$ cat config.mk
export PLATFORM = sky130hd
export DESIGN_NAME = cfs_divsqrt
export DESIGN_NICKNAME = d
export VERILOG_FILES = /design/src/rtl/core/cfs_pkg.sv /design/src/rtl/core/cfs_divsqrt.sv
export SDC_FILE = /design/constraint.sdc
export NUM_CORES = 1
export LEC_CHECK = 0
export ABC_AREA = 1
export BUFFER_PORTS_ARGS = -buffer_cell sky130_fd_sc_hd__buf_2
export CORE_MARGIN = 1
export CORE_UTILIZATION = 30
export CTS_CLUSTER_DIAMETER = 40
export DETAILED_ROUTE_END_ITERATION = 10
export GPL_TIMING_DRIVEN = 0
export PLACE_DENSITY_LB_ADDON = 0.05
export RECOVER_POWER = 25
export SLEW_MARGIN = 10
export SYNTH_ARGS = -nofsm -noshare
export SYNTH_HDL_FRONTEND = slang
export SYNTH_SLANG_ARGS = --single-unit
$ cat constraint.sdc
create_clock -name clk -period 17.56 [get_ports clk]
set_clock_uncertainty 0.2 [all_clocks]
set_input_delay 5.268 -clock clk [delete_from_list [all_inputs] [get_ports clk]]
set_output_delay 5.268 -clock clk [all_outputs]
set_load 0.01 [all_outputs]
$ cat src/rtl/core/cfs_pkg.sv
// Package for the Cholesky factor-and-solve block: payload types, codes, constants.
// No dependencies.
package cfs_pkg;

    localparam int MAX_ORDER_DEF = 8;
    localparam int MAX_RHS_DEF   = 8;

    localparam logic [1:0] KIND_LOAD_A = 2'd0;
    localparam logic [1:0] KIND_LOAD_B = 2'd1;
    localparam logic [1:0] KIND_START  = 2'd2;

    localparam logic REG_ORDER = 1'b0;
    localparam logic REG_RHS   = 1'b1;

    typedef struct packed {
        logic [1:0]  kind;
        logic [2:0]  row;
        logic [2:0]  col;
        logic signed [31:0] value;
    } in_item_t;

    typedef struct packed {
        logic [2:0]  out_row;
        logic [2:0]  out_col;
        logic signed [31:0] solution;
        logic        failed;
        logic        last;
    } out_item_t;

    // request to the shared divide / square-root unit
    typedef struct packed {
        logic        start;
        logic        is_sqrt;
        logic signed [31:0] num;
        logic [31:0] den;
    } du_req_t;

    typedef struct packed {
        logic        done;
        logic signed [31:0] res;
    } du_rsp_t;

    function automatic logic signed [31:0] sat32(input logic signed [63:0] v);
        if (v > 64'sd2147483647)
            return 32'sh7fffffff;
        else if (v < -64'sd2147483648)
            return 32'sh80000000;
        else
            return v[31:0];
    endfunction

endpackage

$ cat src/rtl/core/cfs_divsqrt.sv
// Shared multi-cycle unit: restoring divide (a*2^16)/d and bit-pair square root.
// Depends on cfs_pkg.
module cfs_divsqrt (
    input  logic            clk,
    input  logic            rst_n,
    input  cfs_pkg::du_req_t req,
    output cfs_pkg::du_rsp_t rsp
);
    import cfs_pkg::*;

    logic        busy_reg, busy_next;
    logic        sq_reg, sq_next;
    logic        neg_reg, neg_next;
    logic [5:0]  cnt_reg, cnt_next;
    logic [47:0] num_reg, num_next;
    logic [48:0] rem_reg, rem_next;
    logic [47:0] quo_reg, quo_next;
    logic [31:0] den_reg, den_next;
    logic        done_reg, done_next;
    logic signed [31:0] res_reg, res_next;

    logic [31:0] amag;
    logic [48:0] trial;
    logic [49:0] srem;
    logic [49:0] strial;
    logic signed [63:0] sres;

    always_comb
    begin
        amag = req.num[31] ? 32'(-req.num) : req.num;
        busy_next = busy_reg;
        sq_next = sq_reg;
        neg_next = neg_reg;
        cnt_next = cnt_reg;
        num_next = num_reg;
        rem_next = rem_reg;
        quo_next = quo_reg;
        den_next = den_reg;
        done_next = 1'b0;
        res_next = res_reg;
        trial = '0;
        srem = '0;
        strial = '0;
        sres = '0;
        if (!busy_reg) begin
            if (req.start) begin
                busy_next = 1'b1;
                sq_next = req.is_sqrt;
                neg_next = req.num[31];
                num_next = {amag, 16'd0};
                den_next = req.den;
                rem_next = '0;
                quo_next = '0;
                cnt_next = req.is_sqrt ? 6'd24 : 6'd48;
            end
        end else if (cnt_reg != 6'd0) begin
            cnt_next = cnt_reg - 6'd1;
            if (sq_reg) begin
                // two radicand bits per step
                srem = {rem_reg[47:0], num_reg[47:46]};
                strial = {quo_reg[47:0], 2'b01};
                num_next = {num_reg[45:0], 2'b00};
                if (srem >= strial) begin
                    rem_next = 49'(srem - strial);
                    quo_next = {quo_reg[46:0], 1'b1};
                end else begin
                    rem_next = srem[48:0];
                    quo_next = {quo_reg[46:0], 1'b0};
                end
            end else begin
                trial = {rem_reg[47:0], num_reg[47]};
                num_next = {num_reg[46:0], 1'b0};
                if (trial >= {17'd0, den_reg}) begin
                    rem_next = trial - {17'd0, den_reg};
                    quo_next = {quo_reg[46:0], 1'b1};
                end else begin
                    rem_next = trial;
                    quo_next = {quo_reg[46:0], 1'b0};
                end
            end
        end else begin
            busy_next = 1'b0;
            done_next = 1'b1;
            sres = $signed({16'd0, quo_reg});
            if (neg_reg && !sq_reg)
                sres = -sres;
            res_next = sat32(sres);
        end
    end

    always_ff @(posedge clk or negedge rst_n)
    begin
        if (!rst_n) begin
            busy_reg <= 1'b0;
            done_reg <= 1'b0;
        end else begin
            busy_reg <= busy_next;
            done_reg <= done_next;
        end
    end

    always_ff @(posedge clk)
    begin
        sq_reg <= sq_next;
        neg_reg <= neg_next;
        cnt_reg <= cnt_next;
        num_reg <= num_next;
        rem_reg <= rem_next;
        quo_reg <= quo_next;
        den_reg <= den_next;
        res_reg <= res_next;
    end

    assign rsp.done = done_reg;
    assign rsp.res  = res_reg;

    a_done_pulse: assert property (@(posedge clk) disable iff (!rst_n)
        done_reg |=> !done_reg) else $error("done held");
    a_no_start_busy: assert property (@(posedge clk) disable iff (!rst_n)
        $rose(busy_reg) |-> $past(req.start)) else $error("spurious busy");
    a_done_after_busy: assert property (@(posedge clk) disable iff (!rst_n)
        done_reg |-> $past(busy_reg)) else $error("done without busy");

endmodule

==> impl_results.rst <==
.. list-table::
   :header-rows: 1

   * - Metric
     - Value
   * - Run status
     - finished clean
   * - Total power consumption of the routed design
     - 4960 uW
   * - Count of instances resized after the clock tree is built
     - 0
   * - Setup Buffers After CTS
     - 0
   * - FF/Latch Area
     - 0.00606 sq mm
   * - Fraction of the yosys area taken by sequential cells
     - 0.321
   * - RePlAce Congestion
     - 0.940
   * - Iteration-0 DRC count of the detailed router
     - 1,774
   * - Leading cell type by number of instances after synthesis
     - nand2_1
   * - Register-to-register setup slack
     - 12.55 ns
   * - Count of buffers from port buffering
     - 100
   * - Total area of multi-input combinational cells
     - 0.0106 sq mm
   * - TritonCTS clock tree
     - built
   * - Pwr/cell area
     - 222 mW/mm^2
   * - Worst R2R End
     - num_reg[36]$_DFFE_PP_
   * - Final-layout worst hold slack
     - 0.351 ns
   * - Yosys warns
     - 0
   * - Final nets
     - 3,283
   * - Register-to-Register Path Depth
     - 14
   * - Number of detailed-routing iterations run before antenna repair
     - 6
   * - Actual slew at the worst max-slew pin
     - 1.27 ns
   * - Worst-skew pair later-pin latency
     - 0.60 ns
   * - List of cells traversed by the critical path
     - buf_2 > inv_1 > ha_1 > nand3_1 > nor2_1 > nand2_1 > nor2_1 > nand3_1 > o31ai_1 > xor2_1 > o22ai_1
   * - Highest clock rate
     - 0.139 GHz
   * - Maximum buffer depth of the clock tree
     - 3
   * - Shortest clock period the worst path allows after layout
     - 7.20 ns
   * - RSZ-0062 raised after global routing
     - no
   * - Final core utilization
     - 0.360
   * - Global-route total usage across every layer
     - 0.249
   * - Crit path DAT
     - 7.27 ns
   * - Standard cell core area
     - 0.0619 sq mm
   * - DRC
     - 0
   * - Static leakage
     - 0.0111 uW
   * - Yosys top cell by area
     - edfxtp_1
   * - Post-Syn Nets
     - 3,121
   * - Area share of the largest cell type after synthesis
     - 0.318
   * - Clk sink count
     - 202
   * - Min-delay worst type
     - flip-flop to flip-flop
   * - Die Ht
     - 253 um
   * - Die footprint
     - 0.0639 sq mm
   * - Period utilisation layout
     - 0.410
   * - Crit Path Class
     - primary input to flip-flop
   * - Number of top-level design ports
     - 101
   * - Worst path bufs/invs
     - 2
   * - Final-layout fill cell count
     - 6,897
   * - Mean area per synthesized cell
     - 6.36 sq um
   * - Instance count along the most critical hold path
     - 1
   * - Number of global-route vias before repair
     - 18,800
   * - Antenna-violating nets left
     - 0
   * - Async S/R FF share, synth
     - 0.00990
   * - Largest fanout of any net on the critical path
     - 4
   * - Post-DP HPWL
     - 66,900 um
   * - Mean routed wirelength per cell
     - 19.8 um
   * - Layout cells sized above 1
     - 0.0773
   * - Kind of cell adding the most delay to the critical path
     - simple AND/OR/NAND/NOR gates
   * - Diode insertion count for antenna repair
     - 0
   * - Synth-to-Final Area Change
     - 18.2%
   * - Total clock buffers created by CTS
     - 50
   * - Launch point of the worst reg-to-reg path
     - cnt_reg[0]$_SDFFCE_PN0P_
   * - Number of hold violations in the final report
     - 0
   * - Type of element capturing the critical path
     - flip-flop
   * - Largest stage delay on the critical path
     - 0.32 ns
   * - Library cells used by synthesis
     - 45
   * - Min setup slack post-route
     - 10.36 ns
   * - Seq cells post-synth
     - 202
   * - Number of antenna violations at the first check in global routing
     - 4
   * - Quantity of hold-fixing buffers added after cts
     - 0
   * - Clock slew at the register clock pins of the worst setup and hold paths
     - 0.05 ns
   * - Most used DFF post-synth
     - edfxtp_1
   * - Required @ worst endpoint
     - 17.62 ns
   * - Cell types occupying the most area after synthesis
     - edfxtp_1 32%, nand2_1 20%, inv_1 9.5%, nor2_1 7.0%, nand3_1 6.8%
   * - Count of flip-flops with a built-in enable after synthesis
     - 200
   * - Critical Path Start Type
     - primary input
   * - H-tree depth reported by CTS
     - 2
   * - Pin count of the biggest net entering global routing
     - 30
   * - Global-route wire length before repair
     - 117,000 um
   * - Setup WS pre-CTS
     - 9.78 ns
   * - Max capacitance violation total
     - 0
   * - GR Overflow Total
     - 0
   * - Starting density of the core
     - 0.305
   * - Post-Syn Instances
     - 2,967
   * - Number of max-slew violations in the final report
     - 0
   * - Finish-stage setup viols
     - 0
   * - Post-detailed-routing wire length
     - 79,500 um
   * - Post-synth top cells
     - 981 x nand2_1, 477 x inv_1, 353 x nor2_1
   * - Row count
     - 91
   * - Hold Path End
     - cnt_reg[0]$_SDFFCE_PN0P_
   * - Worst-case headroom to the max-slew limit
     - 0.144
   * - Post-synthesis instance area
     - 0.0189 sq mm
   * - Buffer cell driving the clock tree root
     - clkbuf_16
   * - Vias after detailed routing
     - 19,600
   * - Cell with the largest stage delay on the worst path
     - o31ai_1
   * - Maximum vdd ir drop
     - 95.4 uV
   * - Die width
     - 253 um
   * - HP Start
     - cnt_reg[0]$_SDFFCE_PN0P_
   * - Via density per instance
     - 4.90
==> per-layer routing <==
layer	track usage	share of wire	up-vias
li1	-	-	9874
met5	0	0	-
met1	0.346	0.46	9058
met4	0.0616	0.020	0
met2	0.392	0.44	607
met3	0.0474	0.075	97
==> layout by cell type (no fill, tap or decap), types with 53 or more instances in the layout <==
| cell type | Yosys | routed |
|---|---|---|
| xor2_1 | 64 | 64 |
| o21ai_0 | 126 | 126 |
| nand2_1 | 981 | 982 |
| nand4_1 | 63 | 63 |
| edfxtp_1 | 200 | 200 |
| buf_2 | 11 | 111 |
| clkbuf_16 | 0 | 53 |
| a21oi_1 | 146 | 145 |
| inv_1 | 477 | 477 |
| nand3_1 | 256 | 256 |
| nor2_1 | 353 | 353 |
| ha_1 | 85 | 85 |
==> cells by family after synthesis <==
logic type	Yosys count	share of synthesized area
compound gates	317	0.0888
xor+xnor	76	0.0353
flops	202	0.321
fa+ha+maj	86	0.0574
simple gates	1734	0.381
buf+inv	552	0.117
==> cell type report <==
cell class / count / area share
sequential: 202 / 0.271
multi-input combinational: 2213 / 0.476
clock buffer: 59 / 0.0605
tap: 837 / 0.0469
buffer: 71 / 0.0168
clock inverter: 33 / 0.0171
inverter: 481 / 0.0811
timing repair buffer: 110 / 0.0299
==> how the worst max path moves through the flow <==
stage                        startpoint               endpoint  slack [ns]  cells after the start
2_1_floorplan                   req[65]     busy_reg$_DFF_PN0_        4.74                      2
3_3_place_gp   cnt_reg[0]$_SDFFCE_PN0P_  num_reg[36]$_DFFE_PP_       -2.16                      7
3_5_place_dp                    req[32]  num_reg[46]$_DFFE_PP_        9.78                     12
4_1_cts                         req[32]  num_reg[46]$_DFFE_PP_       10.39                     12
5_1_grt                         req[32]  num_reg[44]$_DFFE_PP_       10.18                     11
6_report                        req[32]  num_reg[44]$_DFFE_PP_       10.36                     11
==> through the flow <==
stage	instances	TNS, ns	area (sq um)
6_report	4006	0	22300
2_1_floorplan	2967	0	18900
5_1_grt	4006	0	22300
3_3_place_gp	3904	-287.05	20400
4_1_cts	4006	0	22400
3_5_place_dp	3914	0	20600
==> where the power goes <==
group | switching, uW | internal [uW] | leakage, uW
Sequential | 251 | 808 | 0.00205
Combinational | 2010 | 927 | 0.00823
Clock | 314 | 648 | 0.000819
Total | 2580 | 2380 | 0.0111
Note: power is estimated with default switching activity, not from simulation.
